File: src/rtl/dpt_pkg.sv
// Shared types, codes and the transition table for the disc player transport block.
`timescale 1ns / 1ps

package dpt_pkg;

    // Player states; code 7 is never produced
    typedef enum logic [2:0] {
        ST_OFF      = 3'd0,
        ST_NO_DISC  = 3'd1,
        ST_LOADING  = 3'd2,
        ST_EJECTING = 3'd3,
        ST_STOP     = 3'd4,
        ST_PLAY     = 3'd5,
        ST_PAUSE    = 3'd6
    } player_state_t;

    // Transport events
    typedef enum logic [2:0] {
        EV_POWER_ON   = 3'd0,
        EV_POWER_OFF  = 3'd1,
        EV_DISC_KEY   = 3'd2,
        EV_DISC_DONE  = 3'd3,
        EV_PLAY_PAUSE = 3'd4,
        EV_PREV       = 3'd5,
        EV_NEXT       = 3'd6,
        EV_RELEASE    = 3'd7
    } event_t;

    // Item kinds
    localparam logic OP_EVENT  = 1'b0;
    localparam logic OP_REPEAT = 1'b1;

    // Repeat direction codes
    localparam logic [1:0] REPEAT_NONE = 2'd0;
    localparam logic [1:0] REPEAT_PREV = 2'd1;
    localparam logic [1:0] REPEAT_NEXT = 2'd2;

    // Configuration register indexes
    localparam logic CFG_TRACK_FIRST = 1'b0;
    localparam logic CFG_TRACK_LAST  = 1'b1;

    // Reset values
    localparam logic [7:0] TRACK_FIRST_RESET = 8'd1;
    localparam logic [7:0] TRACK_LAST_RESET  = 8'd99;

    typedef struct packed {
        logic       operation;
        logic [2:0] event_code;
    } in_item_t;

    typedef struct packed {
        logic [2:0] player_state;
        logic [7:0] track_number;
        logic       disc_action_pending;
        logic [1:0] repeat_direction;
    } out_item_t;

    // Track limits from the configuration registers
    typedef struct packed {
        logic [7:0] first;
        logic [7:0] last;
    } track_limits_t;

    // Architectural state of the player
    typedef struct packed {
        player_state_t current;
        player_state_t remembered;
        logic [7:0]    track;
        logic          pending;
        logic [1:0]    repeat_code;
    } player_ctx_t;

    // Fixed next-state table
    function automatic player_state_t next_state(player_state_t st, event_t ev);
        player_state_t nxt;
        nxt = st;
        unique case (st)
            ST_OFF:
            begin
                if (ev == EV_POWER_ON)
                    nxt = ST_STOP;
            end
            ST_NO_DISC:
            begin
                if (ev == EV_POWER_OFF)
                    nxt = ST_OFF;
                else if (ev == EV_DISC_KEY)
                    nxt = ST_LOADING;
            end
            ST_LOADING:
            begin
                if (ev == EV_POWER_OFF)
                    nxt = ST_OFF;
                else if (ev == EV_DISC_DONE)
                    nxt = ST_STOP;
            end
            ST_EJECTING:
            begin
                if (ev == EV_POWER_OFF)
                    nxt = ST_OFF;
                else if (ev == EV_DISC_DONE)
                    nxt = ST_NO_DISC;
            end
            ST_STOP:
            begin
                if (ev == EV_POWER_OFF)
                    nxt = ST_OFF;
                else if (ev == EV_DISC_KEY)
                    nxt = ST_EJECTING;
                else if (ev == EV_PLAY_PAUSE)
                    nxt = ST_PLAY;
            end
            ST_PLAY:
            begin
                if (ev == EV_POWER_OFF)
                    nxt = ST_OFF;
                else if (ev == EV_DISC_KEY)
                    nxt = ST_EJECTING;
                else if (ev == EV_PLAY_PAUSE)
                    nxt = ST_PAUSE;
            end
            ST_PAUSE:
            begin
                if (ev == EV_POWER_OFF)
                    nxt = ST_OFF;
                else if (ev == EV_DISC_KEY)
                    nxt = ST_EJECTING;
                else if (ev == EV_PLAY_PAUSE)
                    nxt = ST_PLAY;
            end
            default:
            begin
                nxt = st;
            end
        endcase
        return nxt;
    endfunction

    function automatic logic is_transient(player_state_t st);
        return (st == ST_OFF) || (st == ST_LOADING) || (st == ST_EJECTING);
    endfunction

endpackage

File: src/rtl/dpt_cfg.sv
// Track limit configuration registers.
`timescale 1ns / 1ps

module dpt_cfg (
    input  logic                  clk,
    input  logic                  rst_n,
    input  logic                  cfg_write,
    input  logic                  cfg_index,
    input  logic [7:0]            cfg_data,
    output dpt_pkg::track_limits_t limits
);
    import dpt_pkg::*;

    logic [7:0] first_reg;
    logic [7:0] last_reg;

    // Write the addressed limit
    always_ff @(posedge clk or negedge rst_n)
    begin
        if (!rst_n)
        begin
            first_reg <= TRACK_FIRST_RESET;
            last_reg  <= TRACK_LAST_RESET;
        end
        else if (cfg_write)
        begin
            unique case (cfg_index)
                CFG_TRACK_FIRST: first_reg <= cfg_data;
                CFG_TRACK_LAST:  last_reg  <= cfg_data;
                default:         first_reg <= first_reg;
            endcase
        end
    end

    assign limits.first = first_reg;
    assign limits.last  = last_reg;

endmodule

File: src/rtl/dpt_step.sv
// Transition logic: next player context for one transaction.
`timescale 1ns / 1ps

module dpt_step (
    input  dpt_pkg::player_ctx_t   ctx,
    input  dpt_pkg::track_limits_t limits,
    input  dpt_pkg::in_item_t      item,
    output dpt_pkg::player_ctx_t   ctx_next
);
    import dpt_pkg::*;

    event_t        ev;
    player_state_t old;
    player_state_t restored;
    logic          playing;
    logic          valid_state;

    assign ev          = event_t'(item.event_code);
    assign old         = ctx.current;
    assign playing     = (old == ST_PLAY) || (old == ST_PAUSE);
    assign valid_state = (old != player_state_t'(3'd7));
    assign restored    = is_transient(ctx.remembered) ? ST_STOP : ctx.remembered;

    // Apply the table lookup and the side action of the event, or set the repeat direction for a repeat item
    always_comb
    begin
        ctx_next = ctx;
        if (item.operation == OP_REPEAT)
        begin
            case (ev)
                EV_PREV: ctx_next.repeat_code = REPEAT_PREV;
                EV_NEXT: ctx_next.repeat_code = REPEAT_NEXT;
                default: ctx_next.repeat_code = REPEAT_NONE;
            endcase
        end
        else if (valid_state)
        begin
            ctx_next.current = next_state(old, ev);
            unique case (ev)
                EV_POWER_ON:
                begin
                    if (old == ST_OFF)
                    begin
                        ctx_next.remembered  = restored;
                        ctx_next.current     = restored;
                        ctx_next.pending     = 1'b0;
                        ctx_next.repeat_code = REPEAT_NONE;
                    end
                end
                EV_POWER_OFF:
                begin
                    if (old != ST_OFF)
                    begin
                        if (!is_transient(old))
                            ctx_next.remembered = old;
                        ctx_next.pending     = 1'b0;
                        ctx_next.repeat_code = REPEAT_NONE;
                    end
                end
                EV_DISC_KEY:
                begin
                    if (old == ST_NO_DISC || old == ST_STOP || playing)
                    begin
                        ctx_next.pending     = 1'b1;
                        ctx_next.repeat_code = REPEAT_NONE;
                    end
                end
                EV_DISC_DONE:
                begin
                    if (old == ST_LOADING || old == ST_EJECTING)
                    begin
                        ctx_next.pending = 1'b0;
                        ctx_next.track   = limits.first;
                    end
                end
                EV_PLAY_PAUSE:
                begin
                    if (old == ST_STOP || playing)
                        ctx_next.repeat_code = REPEAT_NONE;
                end
                EV_PREV:
                begin
                    // Step back, wrap to the last track
                    if (playing)
                        ctx_next.track = (ctx.track <= limits.first) ?
                                         limits.last : ctx.track - 8'd1;
                end
                EV_NEXT:
                begin
                    // Step forward, wrap to the first track
                    if (playing)
                        ctx_next.track = (ctx.track >= limits.last) ?
                                         limits.first : ctx.track + 8'd1;
                end
                default:
                begin
                    ctx_next.current = next_state(old, ev);
                end
            endcase
        end
    end

endmodule

File: src/rtl/disc_player_transport_fsm.sv
// Top level of the disc player transport state machine.
`timescale 1ns / 1ps

// Disc player transport control. Each input transaction is either a
// transport event or a repeat-direction setting and yields exactly one
// result: player state, track number, pending disc action flag and repeat
// direction as they stand after the transaction. An accepted transaction
// is held in an input register, the transition logic runs between that
// register and the result register, and the result leaves from the
// result register. One transaction is taken every cycle while the result
// side keeps up; throughput is set by the single result register, which
// stalls the input register only when a result waits unclaimed. Track
// limits are written through cfg_write/cfg_index/cfg_data and reset to 1
// and 99; the user must write them only while the block is idle, which the
// block itself does not enforce.

module disc_player_transport_fsm (
    input  logic              clk,
    input  logic              rst_n,
    input  logic              cfg_write,
    input  logic              cfg_index,
    input  logic [7:0]        cfg_data,
    input  logic              in_valid,
    output logic              in_ready,
    input  dpt_pkg::in_item_t in_item,
    output logic              out_valid,
    input  logic              out_ready,
    output dpt_pkg::out_item_t out_item
);
    import dpt_pkg::*;

    track_limits_t limits;
    player_ctx_t   ctx_reg;
    player_ctx_t   ctx_next;
    in_item_t      item_reg;
    logic          item_valid_reg;
    out_item_t     out_item_reg;
    logic          out_valid_reg;
    logic          advance;

    dpt_cfg u_cfg (
        .clk       (clk),
        .rst_n     (rst_n),
        .cfg_write (cfg_write),
        .cfg_index (cfg_index),
        .cfg_data  (cfg_data),
        .limits    (limits)
    );

    dpt_step u_step (
        .ctx      (ctx_reg),
        .limits   (limits),
        .item     (item_reg),
        .ctx_next (ctx_next)
    );

    // Move the held transaction into the result register when it is free or its result is being taken
    assign advance  = item_valid_reg && (!out_valid_reg || out_ready);
    assign in_ready = !item_valid_reg || advance;

    // Input register
    always_ff @(posedge clk or negedge rst_n)
    begin
        if (!rst_n)
            item_valid_reg <= 1'b0;
        else if (in_ready)
            item_valid_reg <= in_valid;
    end

    always_ff @(posedge clk)
    begin
        if (in_ready && in_valid)
            item_reg <= in_item;
    end

    // Player context: advance on each transaction that moves to the result
    always_ff @(posedge clk or negedge rst_n)
    begin
        if (!rst_n)
        begin
            ctx_reg.current     <= ST_OFF;
            ctx_reg.remembered  <= ST_STOP;
            ctx_reg.track       <= TRACK_FIRST_RESET;
            ctx_reg.pending     <= 1'b0;
            ctx_reg.repeat_code <= REPEAT_NONE;
        end
        else if (advance)
        begin
            ctx_reg <= ctx_next;
        end
    end

    // Result register
    always_ff @(posedge clk or negedge rst_n)
    begin
        if (!rst_n)
            out_valid_reg <= 1'b0;
        else if (advance)
            out_valid_reg <= 1'b1;
        else if (out_ready)
            out_valid_reg <= 1'b0;
    end

    always_ff @(posedge clk)
    begin
        if (advance)
        begin
            out_item_reg.player_state        <= ctx_next.current;
            out_item_reg.track_number        <= ctx_next.track;
            out_item_reg.disc_action_pending <= ctx_next.pending;
            out_item_reg.repeat_direction    <= ctx_next.repeat_code;
        end
    end

    assign out_valid = out_valid_reg;
    assign out_item  = out_item_reg;

endmodule
File: config.mk
export PLATFORM = sky130hd
export DESIGN_NAME = disc_player_transport_fsm
export DESIGN_NICKNAME = d
export VERILOG_FILES = /design/src/rtl/dpt_pkg.sv /design/src/rtl/dpt_cfg.sv /design/src/rtl/dpt_step.sv /design/src/rtl/disc_player_transport_fsm.sv
export SDC_FILE = /design/constraint.sdc
export NUM_CORES = 1
export LEC_CHECK = 0
export ABC_CLOCK_PERIOD_IN_PS = 8400
export BUFFER_PORTS_ARGS = -buffer_cell sky130_fd_sc_hd__buf_2
export CORE_ASPECT_RATIO = 0.75
export CORE_MARGIN = 2
export CORE_UTILIZATION = 30
export CTS_BUF_LIST = sky130_fd_sc_hd__clkbuf_4 sky130_fd_sc_hd__clkbuf_8
export DETAILED_ROUTE_END_ITERATION = 12
export PLACE_DENSITY_LB_ADDON = 0.12
export SYNTH_ARGS = -nofsm -noshare
export SYNTH_HDL_FRONTEND = slang
export SYNTH_SLANG_ARGS = --single-unit
File: constraint.sdc
create_clock -name clk -period 8.4 [get_ports clk]
set_input_delay 1.26 -clock clk [delete_from_list [all_inputs] [get_ports clk]]
set_output_delay 1.26 -clock clk [all_outputs]
set_load 0.01 [all_outputs]
==> results_dict.tcl <==
set metrics [dict create \
    grt_pass1_wl_mm 18.4 \
    seq_power_share_pct 48.1 \
    path_cells "buf_2, nand2b_1, nand2_1, inv_1, o211ai_1, and2_2, a41oi_1, o21ai_0" \
    rsz0062_at_grt "no" \
    synthFlopType "dfrtp_1" \
    drcViolationCount 0 \
    cts_tree "yes" \
    report.final.slew_viol_count 0 \
    power.static_leakage_nw 1.68 \
    areaGrowthSynthToFinish_pct 8.68 \
    intPower_w 0.000465 \
    placed_cells 609 \
    syn_area_mm2 0.00394 \
    clockBufferDepth 2 \
    p_sw_w 0.000307 \
    fp-row-count 36 \
    fillers 1377 \
    antenna_found_initial 0 \
    pwr-share-comb_pct 31.9 \
    ff2ff_setup_slack_ns 5.33 \
    powerDensity_mw_per_mm2 181 \
    grt.met3_usage_pct 2.58 \
    synth_fp_nets 466 \
    worst_slew_pin_slew_ns 0.933 \
    port_buffers 33 \
    cp_slowest_stage_delay_ns 0.77 \
    avgRoutedWirePerCell_um 18.2 \
    dieWidth_um 136 \
    end_kind "flop" \
    regArea_mm2 0.00143 \
    n_antenna_cell 0 \
    ant_nets 0 \
    ys_seq_elements 53 \
    run_status "finished clean" \
    synthArstFlopShare_pct 66.0 \
    drv_cap 0 \
    regToRegEndpoint "out_item[3]" \
    ios 34 \
    regToRegStartpoint "ctx_reg[3]" \
    hold_buffers 0 \
    ys.warnings.count 0 \
    clock.fmax_mhz 309 \
    cp_max_fo 28 \
    start_util_pct 30.5 \
    dieArea_mm2 0.0141 \
    die_h_um 103 \
    coreArea_mm2 0.0129 \
    nNetsFinal 481 \
    htree_levels 2 \
    clkLatencyLatePin_ns 0.32 \
    dr.pass1.iters 5 \
    clkTransAtPathRegs_ns 0.11 \
    multi_input_area_mm2 0.00229 \
    setup_viol 0 \
    ctsResizeCount 0 \
    crit_type "input port to flop" \
    synthCells 430 \
    worstSetupStartpointType "input port" \
    yosysSeqAreaShare_pct 36.2 \
    grt_busiest_layer "met1" \
    yosysUniqueCellTypes 79 \
    postCtsSetupBuffers 0 \
    period_share_pct 38.6 \
    vias 3345 \
    cts-root-buf "clkbuf_8" \
    peakVddDrop_mv 0.0757 \
    hp-class "flop to flop" \
    cts_made_buffers 5 \
    dp_hpwl_mm 8.43 \
    cp.arrival_ns 3.44 \
    finalHoldViolations 0 \
    grt_pass1_vias 3132 \
    crit_end "ctx_reg[8]" \
    drive_above_1_share_pct 19.3 \
    finClkSkew_ns 0.0148 \
    fin_tns_setup_ns 0 \
    globalplace.congestion 0.826 \
    min_period_ns 3.24 \
    cts.sinks 53 \
    drt_iter0_drc 294 \
    grt_overflow 0 \
    crit_start "out_ready" \
    final_common_cell "nand2_1" \
    final_cells 617 \
    max_slew_margin_pct 37.8 \
    grt_use_total_pct 17.1 \
    wirelength_mm 11.2 \
    cp.required_ns 8.60 \
    avgSynthCellArea_um2 9.15 \
    p_sw_share_pct 39.7 \
    ff2ff_path_depth 8 \
    grt_max_degree 36 \
    p_clk_share_pct 19.9 \
    largest_register_ffs 17 \
    synth_edf_count 18 \
    crit_slowest_cell "inv_1" \
    met1_usage_pct 29.3 \
    via_per_inst 5.42 \
    final_cell_mix "nand2_1, o21ai_0, buf_2, dfrtp_1, inv_1" \
    fin_util_pct 33.2 \
    gr-usage-met2_pct 21.5 \
]
cell families (layout without fill, tap and decap cells):
family,count (synthesis),in the layout,synth area share [%]
adder cells (fa/ha/maj),18,18,5.72
multiplexers,12,12,3.37
buffers and inverters,49,65,5.66
AND/OR/NAND/NOR,148,148,21.0
XOR/XNOR,13,13,3.08
flip-flops,53,53,36.2
AO/OA/AOI/OAI,137,137,25.0
synthesized netlist by cell type, types with 6 or more instances:
cell type  instances  area (µm²)
edfxtp_1          18         541
o21ai_1           10        50.1
a21oi_1           12        60.1
clkbuf_1           7        26.3
dfstp_2            7         184
and2_1             8        50.1
nor3_1            13        65.1
xnor2_1            8        70.1
nand2_1           42         158
o21ai_0           37         185
nor2_1            19        71.3
a41oi_1            6        52.6
o211ai_1           9        67.6
and3_1             6        37.5
ha_1              18         225
nand2b_1           9        56.3
nand4_1            7        43.8
mux2_2            10         113
dfrtp_1           28         701
nand3_1            8        40.0
inv_1             23        86.3
buf_2             11        55.1
a211oi_1           6        45.0
metal layers:
| metal | routed length [µm] | share of wire [%] |
|---|---|---|
| met4 | 82 | 0.73 |
| met1 | 6490 | 58 |
| met3 | 546 | 4.9 |
| met5 | 0 | 0 |
| met2 | 4090 | 36 |
cell type report:
class	instances	share of cell area, %
timing repair buffer	33	3.86
sequential	53	33.3
clock inverter	3	0.497
multi-input combinational	328	53.6
clock buffer	5	1.61
tap	171	5.00
inverter	24	2.11
power groups by stage:
stage | combinational [W] | clock (W) | sequential, W
floorplan | 0.000211 | 0 | 0.000335
global placement | 0.000245 | 0 | 0.000378
detailed placement | 0.000245 | 0 | 0.000377
CTS | 0.000246 | 0.000159 | 0.000372
global route | 0.000278 | 0.000168 | 0.000381
finish | 0.000247 | 0.000154 | 0.000372
through the flow:
step	hold WS [ns]	instance area, µm²	setup slack (ns)	total power [W]
6_report	0.504	4280	5.16	0.000772
3_3_place_gp	0.476	4190	4.81	0.000622
5_1_grt	0.532	4280	4.89	0.000827
4_1_cts	0.508	4280	5.13	0.000778
2_1_floorplan	0.446	3940	5.57	0.000546
3_5_place_dp	0.482	4190	4.78	0.000622
critical path: cells and delay by family:
family,cells,cell delay [ns]
buffers and inverters,2,0.85
AND/OR/NAND/NOR,3,0.66
AO/OA/AOI/OAI,3,0.66
how the worst min path moves through the flow:
stage	from	slack [ns]	cells past startpoint	endpoint
2_1_floorplan	ctx_reg[2]	0.45	2	ctx_reg[2]
3_3_place_gp	ctx_reg[0]	0.48	1	ctx_reg[0]
3_5_place_dp	ctx_reg[0]	0.48	1	ctx_reg[0]
4_1_cts	ctx_reg[0]	0.51	1	ctx_reg[0]
5_1_grt	ctx_reg[0]	0.53	1	ctx_reg[0]
6_report	ctx_reg[0]	0.50	1	ctx_reg[0]
Power figures use the tool's default switching activity.
